## src/hdl/asc_pkg.sv

```systemverilog
// ---------------------------------------------------------------------------
// asc_pkg
// Shared types, constants and helpers of the alignment site classifier.
// ---------------------------------------------------------------------------
package asc_pkg;

    localparam int ALPHABET_SIZE = 64;
    localparam int SYM_W         = 6;
    localparam int HIST_AW       = $clog2(ALPHABET_SIZE);
    localparam int TOTAL_W       = 24;
    localparam int N_TOTALS      = 6;

    // per-letter and per-column counts only need thresholds 1 and 2
    localparam int               CNT_W   = 2;
    localparam logic [CNT_W-1:0] CNT_ONE = 2'd1;
    localparam logic [CNT_W-1:0] CNT_SAT = 2'd2;

    localparam int RBUF_DEPTH = 3;
    localparam int RBUF_AW    = $clog2(RBUF_DEPTH);
    localparam int RBUF_CW    = $clog2(RBUF_DEPTH + 1);

    localparam int TDATA_IN_W  = 8;
    localparam int TUSER_IN_W  = 2;
    localparam int TDATA_OUT_W = 152;

    // running total slots
    localparam int TOT_COLUMNS   = 0;
    localparam int TOT_DIFF      = 1;
    localparam int TOT_INF       = 2;
    localparam int TOT_DIFF_GAPS = 3;
    localparam int TOT_INF_GAPS  = 4;
    localparam int TOT_GAPPED    = 5;

    typedef enum logic [1:0] {
        KIND_LETTER  = 2'd0,
        KIND_FEATURE = 2'd1,
        KIND_GAP     = 2'd2,
        KIND_OTHER   = 2'd3
    } t_kind;

    // what one histogram beat contributes to the column tallies
    typedef struct packed {
        logic valid;
        logic last;
        logic feature;
        logic gap;
        logic new_distinct;
        logic new_repeat;
    } t_evt;

    // declared high to low so the packed vector has is_different at bit 0
    typedef struct packed {
        logic [TOTAL_W-1:0] total_gapped;
        logic [TOTAL_W-1:0] total_informative_gaps;
        logic [TOTAL_W-1:0] total_different_gaps;
        logic [TOTAL_W-1:0] total_informative;
        logic [TOTAL_W-1:0] total_different;
        logic [TOTAL_W-1:0] total_columns;
        logic               no_letters;
        logic               informative_with_gaps;
        logic               different_with_gaps;
        logic               has_gap;
        logic               informative_site;
        logic               is_different;
    } t_result;

    localparam int RESULT_W = $bits(t_result);

    function automatic logic [CNT_W-1:0] sat_inc(input logic [CNT_W-1:0] v);
        sat_inc = (v == CNT_SAT) ? v : v + 1'b1;
    endfunction

endpackage

```

## src/hdl/asc_ram.sv

```systemverilog
// ---------------------------------------------------------------------------
// asc_ram
// Generic single-clock RAM, one write port, one read port, registered read.
// ---------------------------------------------------------------------------
module asc_ram #(
    parameter int WIDTH = 8,
    parameter int DEPTH = 16
) (
    input  logic                     i_clk,
    input  logic                     i_we,
    input  logic [$clog2(DEPTH)-1:0] i_waddr,
    input  logic [WIDTH-1:0]         i_wdata,
    input  logic [$clog2(DEPTH)-1:0] i_raddr,
    output logic [WIDTH-1:0]         o_rdata
);

    logic [WIDTH-1:0] r_mem [DEPTH];

    // read-first: a same-address write is not seen by this read
    always_ff @(posedge i_clk) begin
        if (i_we) begin
            r_mem[i_waddr] <= i_wdata;
        end
        o_rdata <= r_mem[i_raddr];
    end

endmodule

```

## src/hdl/asc_hist.sv

```systemverilog
// ---------------------------------------------------------------------------
// asc_hist
// Letter histogram: RAM read on accept, read-modify-write in the cycle after.
// ---------------------------------------------------------------------------
module asc_hist
    import asc_pkg::*;
(
    input  logic             i_clk,
    input  logic             i_rst_n,
    input  logic             i_acc,
    input  logic [SYM_W-1:0] i_symbol,
    input  t_kind            i_kind,
    input  logic             i_last,
    output t_evt             o_evt
);

    logic               r_s1_valid;
    logic [SYM_W-1:0]   r_s1_sym;
    t_kind              r_s1_kind;
    logic               r_s1_last;

    logic               r_fwd_valid, n_fwd_valid;
    logic [HIST_AW-1:0] r_fwd_addr;
    logic [CNT_W-1:0]   r_fwd_cnt;

    // entry holds a count for the current column
    logic [ALPHABET_SIZE-1:0] r_hit_valid, n_hit_valid;

    logic [HIST_AW-1:0] w_rd_addr;
    logic [HIST_AW-1:0] w_addr;
    logic [CNT_W-1:0]   w_rd_data;
    logic [CNT_W-1:0]   w_old;
    logic [CNT_W-1:0]   w_new;
    logic               w_letter;
    logic               w_hit;

    assign w_rd_addr = i_symbol[HIST_AW-1:0];
    assign w_addr    = r_s1_sym[HIST_AW-1:0];
    assign w_letter  = r_s1_valid && (r_s1_kind == KIND_LETTER)
                       && ({1'b0, r_s1_sym} < (SYM_W+1)'(ALPHABET_SIZE));

    asc_ram #(
        .WIDTH (CNT_W),
        .DEPTH (ALPHABET_SIZE)
    ) u_ram (
        .i_clk   (i_clk),
        .i_we    (w_letter),
        .i_waddr (w_addr),
        .i_wdata (w_new),
        .i_raddr (w_rd_addr),
        .o_rdata (w_rd_data)
    );

    // previous beat's write is not yet in the read data: forward it
    always_comb begin
        w_hit = r_fwd_valid && (r_fwd_addr == w_addr);
        if (!w_letter) begin
            w_old = '0;
        end else if (w_hit) begin
            w_old = r_fwd_cnt;
        end else if (r_hit_valid[w_addr]) begin
            w_old = w_rd_data;
        end else begin
            w_old = '0;
        end
        w_new = sat_inc(w_old);
    end

    always_comb begin
        n_hit_valid = r_hit_valid;
        n_fwd_valid = w_letter && !r_s1_last;
        if (r_s1_valid && r_s1_last) begin
            n_hit_valid = '0;
        end else if (w_letter) begin
            n_hit_valid[w_addr] = 1'b1;
        end
    end

    always_comb begin
        o_evt.valid        = r_s1_valid;
        o_evt.last         = r_s1_last;
        o_evt.feature      = w_letter || (r_s1_valid && (r_s1_kind == KIND_FEATURE));
        o_evt.gap          = r_s1_valid && (r_s1_kind == KIND_GAP);
        o_evt.new_distinct = w_letter && (w_old == '0);
        o_evt.new_repeat   = w_letter && (w_old == CNT_ONE);
    end

    always_ff @(posedge i_clk) begin
        if (!i_rst_n) begin
            r_s1_valid  <= 1'b0;
            r_fwd_valid <= 1'b0;
            r_hit_valid <= '0;
        end else begin
            r_s1_valid  <= i_acc;
            r_fwd_valid <= n_fwd_valid;
            r_hit_valid <= n_hit_valid;
        end
    end

    always_ff @(posedge i_clk) begin
        r_s1_sym   <= i_symbol;
        r_s1_kind  <= i_kind;
        r_s1_last  <= i_last;
        r_fwd_addr <= w_addr;
        r_fwd_cnt  <= w_new;
    end

endmodule

```

## src/hdl/asc_classify.sv

```systemverilog
// ---------------------------------------------------------------------------
// asc_classify
// Column tallies, end-of-column flags and saturating running totals.
// ---------------------------------------------------------------------------
module asc_classify
    import asc_pkg::*;
(
    input  logic    i_clk,
    input  logic    i_rst_n,
    input  t_evt    i_evt,
    output logic    o_push,
    output t_result o_result
);

    logic [CNT_W-1:0]   r_feat, r_gap, r_dist, r_rep;
    logic [CNT_W-1:0]   w_feat, w_gap, w_dist, w_rep;
    logic [TOTAL_W-1:0] r_tot [N_TOTALS];
    logic [TOTAL_W-1:0] n_tot [N_TOTALS];
    logic [N_TOTALS-1:0] w_bump;
    logic w_diff, w_inf, w_has_gap, w_diff2, w_inf2, w_none;

    always_comb begin
        w_feat = i_evt.feature      ? sat_inc(r_feat) : r_feat;
        w_gap  = i_evt.gap          ? sat_inc(r_gap)  : r_gap;
        w_dist = i_evt.new_distinct ? sat_inc(r_dist) : r_dist;
        w_rep  = i_evt.new_repeat   ? sat_inc(r_rep)  : r_rep;

        w_diff    = (w_dist == CNT_SAT);
        w_inf     = (w_rep == CNT_SAT);
        w_has_gap = (w_gap != '0);
        w_diff2   = w_diff || w_has_gap;
        w_inf2    = w_inf || ((w_gap == CNT_SAT) && (w_feat == CNT_SAT));
        w_none    = (w_dist == '0);

        w_bump[TOT_COLUMNS]   = 1'b1;
        w_bump[TOT_DIFF]      = w_diff;
        w_bump[TOT_INF]       = w_inf;
        w_bump[TOT_DIFF_GAPS] = w_diff2;
        w_bump[TOT_INF_GAPS]  = w_inf2;
        w_bump[TOT_GAPPED]    = w_has_gap;

        for (int i = 0; i < N_TOTALS; i++) begin
            n_tot[i] = (w_bump[i] && (r_tot[i] != '1)) ? r_tot[i] + 1'b1 : r_tot[i];
        end
    end

    assign o_push = i_evt.valid && i_evt.last;

    always_comb begin
        o_result.is_different           = w_diff;
        o_result.informative_site       = w_inf;
        o_result.has_gap                = w_has_gap;
        o_result.different_with_gaps    = w_diff2;
        o_result.informative_with_gaps  = w_inf2;
        o_result.no_letters             = w_none;
        o_result.total_columns          = n_tot[TOT_COLUMNS];
        o_result.total_different        = n_tot[TOT_DIFF];
        o_result.total_informative      = n_tot[TOT_INF];
        o_result.total_different_gaps   = n_tot[TOT_DIFF_GAPS];
        o_result.total_informative_gaps = n_tot[TOT_INF_GAPS];
        o_result.total_gapped           = n_tot[TOT_GAPPED];
    end

    always_ff @(posedge i_clk) begin
        if (!i_rst_n) begin
            r_feat <= '0;
            r_gap  <= '0;
            r_dist <= '0;
            r_rep  <= '0;
            for (int i = 0; i < N_TOTALS; i++) begin
                r_tot[i] <= '0;
            end
        end else if (i_evt.valid) begin
            if (i_evt.last) begin
                r_feat <= '0;
                r_gap  <= '0;
                r_dist <= '0;
                r_rep  <= '0;
                for (int i = 0; i < N_TOTALS; i++) begin
                    r_tot[i] <= n_tot[i];
                end
            end else begin
                r_feat <= w_feat;
                r_gap  <= w_gap;
                r_dist <= w_dist;
                r_rep  <= w_rep;
            end
        end
    end

endmodule

```

## src/hdl/asc_rbuf.sv

```systemverilog
// ---------------------------------------------------------------------------
// asc_rbuf
// Small result queue in front of the master port.
// ---------------------------------------------------------------------------
module asc_rbuf
    import asc_pkg::*;
(
    input  logic               i_clk,
    input  logic               i_rst_n,
    input  logic               i_push,
    input  t_result            i_data,
    input  logic               i_pop,
    output logic               o_valid,
    output t_result            o_data,
    output logic [RBUF_CW-1:0] o_count
);

    t_result              r_ent [RBUF_DEPTH];
    logic [RBUF_AW-1:0]   r_wr_ptr, r_rd_ptr;
    logic [RBUF_CW-1:0]   r_count;
    logic                 w_pop;

    assign w_pop   = i_pop && (r_count != '0);
    assign o_valid = (r_count != '0);
    assign o_data  = r_ent[r_rd_ptr];
    assign o_count = r_count;

    function automatic logic [RBUF_AW-1:0] ptr_inc(input logic [RBUF_AW-1:0] p);
        ptr_inc = (p == RBUF_AW'(RBUF_DEPTH - 1)) ? '0 : p + 1'b1;
    endfunction

    always_ff @(posedge i_clk) begin
        if (!i_rst_n) begin
            r_wr_ptr <= '0;
            r_rd_ptr <= '0;
            r_count  <= '0;
        end else begin
            if (i_push) begin
                r_wr_ptr <= ptr_inc(r_wr_ptr);
            end
            if (w_pop) begin
                r_rd_ptr <= ptr_inc(r_rd_ptr);
            end
            if (i_push && !w_pop) begin
                r_count <= r_count + 1'b1;
            end else if (!i_push && w_pop) begin
                r_count <= r_count - 1'b1;
            end
        end
    end

    always_ff @(posedge i_clk) begin
        if (i_push) begin
            r_ent[r_wr_ptr] <= i_data;
        end
    end

endmodule

```

## src/hdl/alignment_site_classifier_top.sv

```systemverilog
// ---------------------------------------------------------------------------
// alignment_site_classifier_top
// Classifies alignment columns streamed one entry per beat and keeps totals.
// ---------------------------------------------------------------------------
//  channel   dir  signals                         payload
//  entries   in   i_s_tvalid/o_s_tready/i_s_tdata symbol; tuser = kind; tlast = column end
//  results   out  o_m_tvalid/i_m_tready/o_m_tdata six flags, six 24-bit totals
//
//  One entry beat per cycle sustained while the result queue has room,
//  set by the histogram RAM read-modify-write with a forward path.
//  A column's result passes the histogram stage register, then the result queue.
//  Synchronous active-low reset; no clearing pass, per-entry valid bits
//  reset the histogram at once and again at every column end.
//  A three-deep result queue absorbs master stalls; the slave side stalls
//  only when the queue plus a pending result could overflow.
// ---------------------------------------------------------------------------
module alignment_site_classifier_top
    import asc_pkg::*;
(
    input  logic                   i_clk,
    input  logic                   i_rst_n,
    // slave side: entry beats
    input  logic                   i_s_tvalid,
    output logic                   o_s_tready,
    input  logic [TDATA_IN_W-1:0]  i_s_tdata,   // [5:0] symbol, [7:6] zero
    input  logic [TUSER_IN_W-1:0]  i_s_tuser,   // [1:0] kind
    input  logic                   i_s_tlast,   // last_in_column
    // master side: one beat per column
    output logic                   o_m_tvalid,
    input  logic                   i_m_tready,
    output logic [TDATA_OUT_W-1:0] o_m_tdata    // [0] is_different, [1] informative_site,
                                                // [2] has_gap, [3] different_with_gaps,
                                                // [4] informative_with_gaps,
                                                // [5] no_letters, [29:6] total_columns,
                                                // [53:30] total_different,
                                                // [77:54] total_informative,
                                                // [101:78] total_different_gaps,
                                                // [125:102] total_informative_gaps,
                                                // [149:126] total_gapped, rest zero
);

    t_evt               w_evt;
    logic               w_acc;
    logic               w_push;
    t_result            w_result;
    t_result            w_out;
    logic [RBUF_CW-1:0] w_count;
    logic [RBUF_CW:0]   w_need;

    assign w_acc = i_s_tvalid && o_s_tready;

    // room for the result still in the histogram stage plus one more
    assign w_need     = {1'b0, w_count} + (RBUF_CW+1)'(w_evt.valid && w_evt.last);
    assign o_s_tready = (w_need < (RBUF_CW+1)'(RBUF_DEPTH));

    asc_hist u_hist (
        .i_clk    (i_clk),
        .i_rst_n  (i_rst_n),
        .i_acc    (w_acc),
        .i_symbol (i_s_tdata[SYM_W-1:0]),
        .i_kind   (t_kind'(i_s_tuser)),
        .i_last   (i_s_tlast),
        .o_evt    (w_evt)
    );

    asc_classify u_classify (
        .i_clk    (i_clk),
        .i_rst_n  (i_rst_n),
        .i_evt    (w_evt),
        .o_push   (w_push),
        .o_result (w_result)
    );

    asc_rbuf u_rbuf (
        .i_clk   (i_clk),
        .i_rst_n (i_rst_n),
        .i_push  (w_push),
        .i_data  (w_result),
        .i_pop   (i_m_tready),
        .o_valid (o_m_tvalid),
        .o_data  (w_out),
        .o_count (w_count)
    );

    assign o_m_tdata = {(TDATA_OUT_W - RESULT_W)'(0), w_out};

endmodule

```

## config.mk

```make
export PLATFORM = sky130hd
export DESIGN_NAME = alignment_site_classifier_top
export DESIGN_NICKNAME = d
export VERILOG_FILES = /design/src/hdl/asc_pkg.sv /design/src/hdl/asc_ram.sv /design/src/hdl/asc_hist.sv /design/src/hdl/asc_classify.sv /design/src/hdl/asc_rbuf.sv /design/src/hdl/alignment_site_classifier_top.sv
export SDC_FILE = /design/constraint.sdc
export NUM_CORES = 1
export LEC_CHECK = 0
export BUFFER_PORTS_ARGS = -buffer_cell sky130_fd_sc_hd__buf_4
export CAP_MARGIN = 20
export CORE_MARGIN = 5
export CORE_UTILIZATION = 61
export DETAILED_ROUTE_END_ITERATION = 6
export MAX_ROUTING_LAYER = met4
export PLACE_DENSITY = 0.81
export SLEW_MARGIN = 40
export SYNTH_ARGS = -nofsm -noshare
export SYNTH_HDL_FRONTEND = slang
export SYNTH_SLANG_ARGS = --single-unit
```

## constraint.sdc

```tcl
create_clock -name i_clk -period 14.7 [get_ports i_clk]
set_clock_uncertainty 0.05 [all_clocks]
set_input_delay 0.735 -clock i_clk [delete_from_list [all_inputs] [get_ports i_clk]]
set_output_delay 0.735 -clock i_clk [all_outputs]
set_load 0.01 [all_outputs]
```

==> impl_metrics.prom, run 1 <==
# TYPE chip_impl_metric gauge
chip_impl_metric{name="flow.area_growth_from_synthesis",unit="%"} 13.6
chip_impl_metric{name="first_iter_violations",unit=""} 1648
chip_impl_metric{name="synth_fa_ha_area_frac",unit=""} 0.00506
chip_impl_metric{name="postRouteAntennaNets",unit=""} 0
chip_impl_metric{name="cts_setup_buffers",unit=""} 0
chip_impl_metric{name="effective_utilization_at_floorplan",unit=""} 0.615
chip_impl_metric{name="htreeDepth",unit=""} 3
chip_impl_metric{name="syn_warnings",unit=""} 0
chip_impl_metric{name="synth.top_cell.area_share",unit=""} 0.626
chip_impl_metric{name="die-area",unit="mm2"} 0.0616
chip_impl_info{name="synth_top_flop_cell",value="sky130_fd_sc_hd__edfxtp_1"} 1
chip_impl_metric{name="synthSimpleGateAreaFrac",unit=""} 0.129
chip_impl_metric{name="synth_xor_area_frac",unit=""} 0.0334
chip_impl_info{name="run_status",value="finished, final reports clean"} 1
chip_impl_metric{name="portion_of_netlist_area_occupied_by_mux_cells",unit=""} 0.0927
chip_impl_info{name="critical-path-slowest-cell",value="sky130_fd_sc_hd__mux2i_1"} 1
chip_impl_info{name="cp-start-kind",value="flop"} 1
chip_impl_metric{name="antenna_found_initial",unit=""} 0
chip_impl_metric{name="drt_pass1_iterations",unit=""} 5
chip_impl_metric{name="crit_path_max_incr_delay",unit="ns"} 0.66
chip_impl_metric{name="worstMarginPinSlew",unit="ns"} 0.832
chip_impl_info{name="largest_family_of_logic_cells_by_synthesized_area",value="simple AND/OR/NAND/NOR gates"} 1
chip_impl_info{name="grt_setup_unrepaired",value="false"} 1
chip_impl_metric{name="finalHoldViolations",unit=""} 0
chip_impl_metric{name="synth_seq_area_share",unit=""} 0.684
chip_impl_metric{name="fmax",unit="MHz"} 179
chip_impl_metric{name="grt_max_degree",unit=""} 113
chip_impl_info{name="min-delay-start",value="i_s_tlast"} 1
chip_impl_metric{name="grt_overflow",unit=""} 0
chip_impl_info{name="cts-root-buf",value="sky130_fd_sc_hd__clkbuf_16"} 1
chip_impl_metric{name="postSynthAreaPerCell",unit="um2"} 13.7
chip_impl_metric{name="setup-violations-final",unit=""} 0
chip_impl_metric{name="drc_errors",unit=""} 0
chip_impl_metric{name="die_h",unit="um"} 248
chip_impl_metric{name="num_vias",unit=""} 20582
chip_impl_metric{name="worstPathRequired",unit="ns"} 15.14
chip_impl_info{name="timing.rr.start",value="u_hist.r_s1_sym[2]$_DFF_P_"} 1
chip_impl_metric{name="mappedNetlistArea",unit="mm2"} 0.0346
chip_impl_metric{name="place_congestion",unit=""} 0.835
chip_impl_metric{name="grt_pass1_vias",unit=""} 20407
chip_impl_metric{name="cp_data_arrival_time",unit="ns"} 6.01
chip_impl_metric{name="post-route-period-util",unit=""} 0.379
chip_impl_metric{name="die_width",unit="um"} 248
chip_impl_metric{name="number_of_resized_instances_in_the_post_cts_repair_step",unit=""} 0
chip_impl_metric{name="synthesis.instances",unit=""} 2519
chip_impl_info{name="yosys.cell_count.top_type",value="sky130_fd_sc_hd__edfxtp_1"} 1
chip_impl_metric{name="drt-total-wl",unit="um"} 71000
chip_impl_info{name="class_of_the_worst_hold_path",value="primary input to flop"} 1
chip_impl_metric{name="numCtsBuffers",unit=""} 81
chip_impl_metric{name="numPortBuffers",unit=""} 164
chip_impl_metric{name="cell_pwr_density",unit="mW/mm2"} 135
chip_impl_metric{name="p_leak",unit="uW"} 0.0132
chip_impl_metric{name="max_cap_violations",unit=""} 0
chip_impl_metric{name="max-vdd-ir-drop",unit="V"} 0.0000895
chip_impl_metric{name="synth_compound_gate_area_share",unit=""} 0.0381
chip_impl_metric{name="share_of_synthesized_registers_carrying_an_async_set_or_reset",unit=""} 0
chip_impl_metric{name="fp.coreArea",unit="mm2"} 0.0563
chip_impl_info{name="critical_path_class",value="flop to flop"} 1
chip_impl_metric{name="synth_enable_flop_cells",unit=""} 722
chip_impl_info{name="cell_chain_critical_path",value="nor2b_2, a22oi_1, nand3_1, nand4_1, or3_4, nor2b_1, a22o_1, nand2_1, ha_4, nand4bb_1, mux2i_1, nand3b_1, o31ai_1, or2_1, or4_1, xnor2_1, and2_1"} 1
chip_impl_metric{name="postCtsHoldBufs",unit=""} 0
chip_impl_metric{name="fill_cells",unit=""} 3601
chip_impl_metric{name="placement_row_count",unit=""} 87
chip_impl_metric{name="timing.max_slew.rel_slack",unit=""} 0.445
chip_impl_metric{name="hpwl",unit="um"} 43200
chip_impl_metric{name="synth.ff_latch_count",unit=""} 823
chip_impl_metric{name="clkTransAtPathRegs",unit="ns"} 0.06
chip_impl_metric{name="wl_per_cell",unit="um"} 20.3
chip_impl_metric{name="via_per_inst",unit=""} 5.89
chip_impl_metric{name="clock_sink_count",unit=""} 823
chip_impl_metric{name="clk_path_buf_depth",unit=""} 3
chip_impl_metric{name="final_layout_size_suffix_gt1_frac",unit=""} 0.142
chip_impl_metric{name="grt_pass1_wl",unit="um"} 110000
chip_impl_metric{name="ys_types",unit=""} 66
chip_impl_info{name="worstSetupStartpoint",value="u_hist.r_s1_sym[2]$_DFF_P_"} 1
chip_impl_info{name="netlist_top_cells_area",value="sky130_fd_sc_hd__edfxtp_1, sky130_fd_sc_hd__mux2i_1, sky130_fd_sc_hd__dfxtp_1, sky130_fd_sc_hd__nand2_1, sky130_fd_sc_hd__mux4_2"} 1
chip_impl_metric{name="final_nets",unit=""} 2698
chip_impl_metric{name="boundaryPins",unit=""} 169
chip_impl_metric{name="final-max-slew-violation-count",unit=""} 0
chip_impl_metric{name="accumulated_negative_setup_slack",unit="ns"} 0
chip_impl_info{name="yosysTopAreaCell",value="sky130_fd_sc_hd__edfxtp_1"} 1
chip_impl_metric{name="n_antenna_cell",unit=""} 0
chip_impl_info{name="synth_common_cells",value="sky130_fd_sc_hd__edfxtp_1, sky130_fd_sc_hd__nand2_1, sky130_fd_sc_hd__nor2_1"} 1
chip_impl_metric{name="worstSkewPairLatency",unit="ns"} 0.63
chip_impl_info{name="cts_tree",value="built"} 1
chip_impl_metric{name="worst-path-max-fanout",unit=""} 10
chip_impl_metric{name="post-route-min-period",unit="ns"} 5.57
chip_impl_metric{name="grtUsageTotal",unit=""} 0.234
chip_impl_info{name="cp-end-kind",value="flop"} 1
chip_impl_metric{name="total_power",unit="uW"} 5310
==> worst max-delay path, delay by kind of cell, from the launching register on <==
family	cells	cell delay, ns
multiplexers	1	0.66
flip-flops	1	0.44
adder cells (fa/ha/maj)	1	0.15
AO/OA/AOI/OAI	3	0.62
XOR/XNOR	1	0.32
AND/OR/NAND/NOR	11	3.19
==> layout by cell type (no fill, tap or decap), types with 6 or more instances in the layout <==
| cell | count |
|---|---|
| sky130_fd_sc_hd__a22oi_1 | 13 |
| sky130_fd_sc_hd__xnor2_1 | 59 |
| sky130_fd_sc_hd__nor3b_1 | 9 |
| sky130_fd_sc_hd__o21a_1 | 6 |
| sky130_fd_sc_hd__nor2b_1 | 10 |
| sky130_fd_sc_hd__bufinv_16 | 7 |
| sky130_fd_sc_hd__a21oi_1 | 26 |
| sky130_fd_sc_hd__mux4_2 | 42 |
| sky130_fd_sc_hd__ha_1 | 13 |
| sky130_fd_sc_hd__nand2b_1 | 37 |
| sky130_fd_sc_hd__nor2_1 | 226 |
| sky130_fd_sc_hd__clkinv_1 | 20 |
| sky130_fd_sc_hd__clkbuf_1 | 17 |
| sky130_fd_sc_hd__or3_1 | 15 |
| sky130_fd_sc_hd__nand2_1 | 263 |
| sky130_fd_sc_hd__nor3_1 | 19 |
| sky130_fd_sc_hd__nand3_1 | 65 |
| sky130_fd_sc_hd__or2_2 | 6 |
| sky130_fd_sc_hd__and4_1 | 21 |
| sky130_fd_sc_hd__inv_1 | 27 |
| sky130_fd_sc_hd__clkinv_2 | 13 |
| sky130_fd_sc_hd__and3_1 | 28 |
| sky130_fd_sc_hd__edfxtp_1 | 722 |
| sky130_fd_sc_hd__clkbuf_16 | 84 |
| sky130_fd_sc_hd__nor3_2 | 15 |
| sky130_fd_sc_hd__buf_12 | 6 |
| sky130_fd_sc_hd__dfxtp_1 | 98 |
| sky130_fd_sc_hd__buf_4 | 169 |
| sky130_fd_sc_hd__mux2i_1 | 219 |
| sky130_fd_sc_hd__and2_1 | 115 |
| sky130_fd_sc_hd__xor2_1 | 73 |
| sky130_fd_sc_hd__nand4_1 | 31 |
| sky130_fd_sc_hd__o21ai_0 | 166 |
==> flip-flops by register name (all words and copies together), names as in the netlist, 6 cells and up, named ones only <==
name,flops
u_hist.r_s1_sym,6
u_classify.r_tot,144
u_hist.r_hit_valid,64
u_rbuf.r_ent,450
u_hist.u_ram.r_mem,128
u_hist.r_fwd_addr,6
==> final timing paths <==
kind / end / slack [ns] / cells after the start
setup / recovery: u_classify.r_tot[0][87]$_SDFFCE_PN0P_ / 9.13 / 17
hold / removal: u_hist.r_s1_last$_DFF_P_ / 0.16 / 1
setup reg to reg: u_classify.r_tot[0][87]$_SDFFCE_PN0P_ / 9.13 / 17
hold reg to reg: u_hist.r_fwd_addr[2]$_DFF_P_ / 0.39 / 0
==> where the power goes <==
group          switching (uW)  internal, uW
Combinational             344           273
Clock                     853          1180
Sequential               54.6          2600
==> metrics by stage <==
step | hold slack (ns) | instances | instance area (um2) | setup WS (ns) | utilization
2_1_floorplan | 0.276 | 2520 | 34600 | 1.98 | -
3_5_place_dp | 0.378 | 3342 | 36700 | 9.24 | 0.652
3_3_place_gp | 0.358 | 3335 | 36500 | 9.04 | 0.648
6_report | 0.161 | 3492 | 39300 | 9.13 | 0.699
4_1_cts | 0.135 | 3492 | 39300 | 9.19 | 0.699
5_1_grt | 0.147 | 3492 | 39300 | 8.89 | 0.699
==> layer usage <==
| layer | wire, um | GRT usage |
|---|---|---|
| met1 | 28700 | 0.309 |
| met2 | 35200 | 0.380 |
| met3 | 5120 | 0.0363 |
| met4 | 1920 | 0.0769 |
| met5 | 0 | - |
==> final cells by class <==
| cell class | count | area (um2) | share of cell area |
|---|---|---|---|
| repair buffers | 183 | 1540 | 0.0392 |
| multi-input cells | 1550 | 10400 | 0.264 |
| well taps | 756 | 946 | 0.0240 |
| inverters | 30 | 118 | 0.00299 |
| clock buffers | 103 | 2190 | 0.0557 |
| flip-flops and latches | 823 | 23700 | 0.603 |
| clock inverters | 47 | 447 | 0.0114 |
==> cells by family (layout without fill, tap and decap cells) <==
| kind of cell | Yosys count | after routing |
|---|---|---|
| flops | 823 | 823 |
| fa+ha+maj | 14 | 14 |
| mux | 267 | 267 |
| xor+xnor | 132 | 132 |
| compound gates | 240 | 240 |
| other cells | 1 | 2 |
| buf+inv | 147 | 363 |
| simple gates | 895 | 895 |
(Power assumes the default switching activity.)
==> run 2, diff against run 1 <==
--- a/config.mk
+++ b/config.mk
@@ -8,10 +8,10 @@
 export BUFFER_PORTS_ARGS = -buffer_cell sky130_fd_sc_hd__buf_4
 export CAP_MARGIN = 20
 export CORE_MARGIN = 5
-export CORE_UTILIZATION = 61
+export CORE_UTILIZATION = 55
 export DETAILED_ROUTE_END_ITERATION = 6
 export MAX_ROUTING_LAYER = met4
-export PLACE_DENSITY = 0.81
+export PLACE_DENSITY = 0.78
 export SLEW_MARGIN = 40
 export SYNTH_ARGS = -nofsm -noshare
 export SYNTH_HDL_FRONTEND = slang
==> constraint.sdc (replaced) <==
create_clock -name i_clk -period 4.5 [get_ports i_clk]
set_clock_uncertainty 0.05 [all_clocks]
set_input_delay 0.225 -clock i_clk [delete_from_list [all_inputs] [get_ports i_clk]]
set_output_delay 0.225 -clock i_clk [all_outputs]
set_load 0.01 [all_outputs]
==> run 2 against run 1 <==
Compared with the run above: fmax up 28%; clock-buffer cell count down 3; global-route usage down 2.2 points; combinational power rose to 3.4 times the previous value; first-iteration DRC count up 6.3%.
==> impl_metrics.prom, run 2 (synthesized netlist as in run 1, its figures left out) <==
# TYPE chip_impl_metric gauge
chip_impl_metric{name="wl_per_cell",unit="um"} 19.9
chip_impl_metric{name="final-max-slew-violation-count",unit=""} 0
chip_impl_metric{name="max_cap_violations",unit=""} 0
chip_impl_info{name="timing.rr.start",value="u_hist.r_s1_sym[0]$_DFF_P_"} 1
chip_impl_metric{name="max-vdd-ir-drop",unit="V"} 0.000302
chip_impl_metric{name="grtUsageTotal",unit=""} 0.212
chip_impl_metric{name="drt-total-wl",unit="um"} 72300
chip_impl_metric{name="route.met2.wl",unit="um"} 36200
chip_impl_info{name="worst_hold_path.endpoint",value="u_hist.r_s1_last$_DFF_P_"} 1
chip_impl_info{name="cts_tree",value="built"} 1
chip_impl_metric{name="placement_row_count",unit=""} 92
chip_impl_metric{name="numPortBuffers",unit=""} 164
chip_impl_metric{name="grt_pass1_vias",unit=""} 20741
chip_impl_metric{name="worstSkewPairLatency",unit="ns"} 0.62
chip_impl_metric{name="clkTransAtPathRegs",unit="ns"} 0.06
chip_impl_metric{name="post_route_worst_setup_slack",unit="ns"} 0.159
chip_impl_metric{name="wl_met1",unit="um"} 29700
chip_impl_metric{name="grt_pass1_wl",unit="um"} 111000
chip_impl_metric{name="largest_register_ff_count",unit=""} 450
chip_impl_metric{name="placement.setup.worst_slack",unit="ns"} -0.105
chip_impl_metric{name="drc_errors",unit=""} 0
chip_impl_metric{name="fmax",unit="MHz"} 230
chip_impl_metric{name="clock_sink_count",unit=""} 823
chip_impl_metric{name="boundaryPins",unit=""} 169
chip_impl_metric{name="final_nets",unit=""} 2738
chip_impl_metric{name="die_width",unit="um"} 261
chip_impl_metric{name="post-route-period-util",unit=""} 0.965
chip_impl_metric{name="final_layout_size_suffix_gt1_frac",unit=""} 0.156
chip_impl_metric{name="htreeDepth",unit=""} 3
chip_impl_info{name="cell_chain_critical_path",value="clkbuf_16, mux2i_1, a22oi_1, nand2_1, o21ai_1, or3_4, nor2b_1, a22o_1, nand2_1, ha_1, nand4bb_1, mux2i_1, nand3b_1, o31ai_4, or2_4, or4_4, xnor2_2, and2_1"} 1
chip_impl_info{name="final_common_cell",value="sky130_fd_sc_hd__edfxtp_1"} 1
chip_impl_metric{name="grt_overflow",unit=""} 0
chip_impl_metric{name="numCtsBuffers",unit=""} 81
chip_impl_info{name="cts-root-buf",value="sky130_fd_sc_hd__clkbuf_16"} 1
chip_impl_metric{name="p_leak",unit="uW"} 0.0134
chip_impl_metric{name="via_per_inst",unit=""} 5.70
chip_impl_metric{name="timing.max_slew.rel_slack",unit=""} 0.422
chip_impl_info{name="cp-end-kind",value="flop"} 1
chip_impl_metric{name="grt_max_degree",unit=""} 138
chip_impl_metric{name="crit_path_max_incr_delay",unit="ns"} 0.44
chip_impl_info{name="cp-start-kind",value="flop"} 1
chip_impl_info{name="r2r-end",value="u_classify.r_tot[0][87]$_SDFFCE_PN0P_"} 1
chip_impl_metric{name="setup-violations-final",unit=""} 0
chip_impl_metric{name="first_iter_violations",unit=""} 1752
chip_impl_metric{name="setup.reg_to_reg.worst_slack",unit="ns"} 0.16
chip_impl_metric{name="hpwl",unit="um"} 44300
chip_impl_metric{name="finalHoldViolations",unit=""} 0
chip_impl_metric{name="effective_utilization_at_floorplan",unit=""} 0.552
chip_impl_info{name="min-delay-start",value="i_s_tlast"} 1
chip_impl_metric{name="die-area",unit="mm2"} 0.0681
chip_impl_metric{name="accumulated_negative_setup_slack",unit="ns"} 0
chip_impl_info{name="max_flop_register",value="u_rbuf.r_ent"} 1
chip_impl_metric{name="route.met3.wl",unit="um"} 4510
chip_impl_metric{name="num_vias",unit=""} 20650
chip_impl_info{name="largestRegisters",value="u_rbuf.r_ent: 450 flops, u_classify.r_tot: 144 flops, u_hist.u_ram.r_mem: 128 flops"} 1
chip_impl_metric{name="final.hold.worst_slack",unit="ns"} 0.202
chip_impl_info{name="top_layer",value="met4"} 1
chip_impl_info{name="critical-path-slowest-cell",value="sky130_fd_sc_hd__dfxtp_4"} 1
chip_impl_info{name="class_of_the_worst_hold_path",value="primary input to flop"} 1
chip_impl_metric{name="placed_cells_incl_taps",unit=""} 3447
chip_impl_metric{name="worst-path-max-fanout",unit=""} 13
chip_impl_info{name="run_status",value="finished, final reports clean"} 1
chip_impl_info{name="layout_common_cells",value="sky130_fd_sc_hd__edfxtp_1, sky130_fd_sc_hd__nand2_1, sky130_fd_sc_hd__nor2_1"} 1
chip_impl_metric{name="worstMarginPinSlew",unit="ns"} 0.864
chip_impl_metric{name="drt_pass1_iterations",unit=""} 5
chip_impl_metric{name="fp.coreArea",unit="mm2"} 0.0627
chip_impl_metric{name="antenna_found_initial",unit=""} 2
chip_impl_metric{name="clk_path_buf_depth",unit=""} 3
chip_impl_metric{name="die_h",unit="um"} 261
chip_impl_info{name="critical_path_class",value="flop to flop"} 1
chip_impl_metric{name="worstPathRequired",unit="ns"} 4.82
chip_impl_metric{name="whs_path_depth",unit=""} 2
chip_impl_metric{name="critical_path.n_buffers_inverters",unit=""} 1
chip_impl_metric{name="post-route-min-period",unit="ns"} 4.34
chip_impl_info{name="critical-path-top-delay-family",value="simple AND/OR/NAND/NOR gates"} 1
chip_impl_metric{name="path_depth_of_the_worst_reg2reg_path",unit=""} 18
chip_impl_metric{name="postRouteAntennaNets",unit=""} 0
chip_impl_metric{name="stdcell_count",unit=""} 3623
chip_impl_metric{name="place_congestion",unit=""} 0.852
chip_impl_metric{name="cp_data_arrival_time",unit="ns"} 4.66
chip_impl_metric{name="flow.area_growth_from_synthesis",unit="%"} 15.4
chip_impl_metric{name="cell_pwr_density",unit="mW/mm2"} 434
run 2: cell count changes in the layout (fill, tap and decap cells not counted), sizes merged:
cell / previous run / this run
diode: 0 / 2
inv: 32 / 30
buf: 183 / 207
clkinv: 38 / 37
clkinvlp: 0 / 5
dlygate4sd3: 0 / 13
run 2: worst max path at each step:
stage,to,start,depth (start not counted)
2_1_floorplan,u_rbuf.r_ent[1][0]$_DFFE_PP_,u_hist.r_s1_valid$_SDFF_PN0_,3
3_3_place_gp,u_classify.r_tot[0][87]$_SDFFCE_PN0P_,u_hist.r_s1_sym[1]$_DFF_P_,18
3_5_place_dp,u_classify.r_tot[0][87]$_SDFFCE_PN0P_,u_hist.r_s1_sym[1]$_DFF_P_,18
4_1_cts,u_classify.r_tot[0][87]$_SDFFCE_PN0P_,u_hist.r_s1_sym[0]$_DFF_P_,18
5_1_grt,u_classify.r_tot[0][87]$_SDFFCE_PN0P_,u_hist.r_s1_sym[0]$_DFF_P_,18
6_report,u_classify.r_tot[0][87]$_SDFFCE_PN0P_,u_hist.r_s1_sym[0]$_DFF_P_,18
run 2: report_power, final:
part | internal (uW) | total, uW | switching [uW]
sequential | 8480 | 8640 | 160
combinational | 926 | 2090 | 1160
clock | 3850 | 6630 | 2770
total | 13300 | 17400 | 4100
run 2: stage by stage:
step | total power [uW] | instance area [um2] | util
finish | 17400 | 40000 | 0.637
global route | 17900 | 40000 | 0.637
CTS | 17500 | 39700 | 0.633
detailed placement | 10900 | 36900 | 0.589
global placement | 10800 | 36900 | 0.588
floorplan | 9930 | 34700 | -
run 2: worst register-to-register path: stages, from the launching register on:
cell and delay [ns]:
sky130_fd_sc_hd__dfxtp_4 0.44, sky130_fd_sc_hd__clkbuf_16 0.20, sky130_fd_sc_hd__mux2i_1 0.22, sky130_fd_sc_hd__a22oi_1 0.12, sky130_fd_sc_hd__nand2_1 0.09, sky130_fd_sc_hd__o21ai_1 0.06
sky130_fd_sc_hd__or3_4 0.42, sky130_fd_sc_hd__nor2b_1 0.16, sky130_fd_sc_hd__a22o_1 0.21, sky130_fd_sc_hd__nand2_1 0.07, sky130_fd_sc_hd__ha_1 0.16, sky130_fd_sc_hd__nand4bb_1 0.17
sky130_fd_sc_hd__mux2i_1 0.24, sky130_fd_sc_hd__nand3b_1 0.30, sky130_fd_sc_hd__o31ai_4 0.14, sky130_fd_sc_hd__or2_4 0.28, sky130_fd_sc_hd__or4_4 0.44, sky130_fd_sc_hd__xnor2_2 0.18
sky130_fd_sc_hd__and2_1 0.15
run 2: cell type report:
| cell class | instances | area, um2 |
|---|---|---|
| multi-input combinational | 1550 | 10500 |
| antenna | 2 | 5.00 |
| timing repair buffer | 223 | 1970 |
| clock inverter | 49 | 429 |
| sequential | 823 | 23700 |
| fill | 4371 | 22800 |
| inverter | 30 | 120 |
| clock buffer | 100 | 2180 |
| tap | 846 | 1060 |
run 2: timing repair:
action	in CTS	in global routing
setup buffers	0	6
hold buffers	13	0
endpoints found under the setup margin	3	68
gates resized for setup	4	14
endpoints found under the hold margin	29	0
pin swaps	0	3
gates cloned	0	3
run 2: per-layer routing:
layer / up-vias / track usage
met4: 0 / 0.0776
met3: 115 / 0.0387
met5: - / -
met1: 10266 / 0.266
li1: 9618 / -
met2: 651 / 0.350
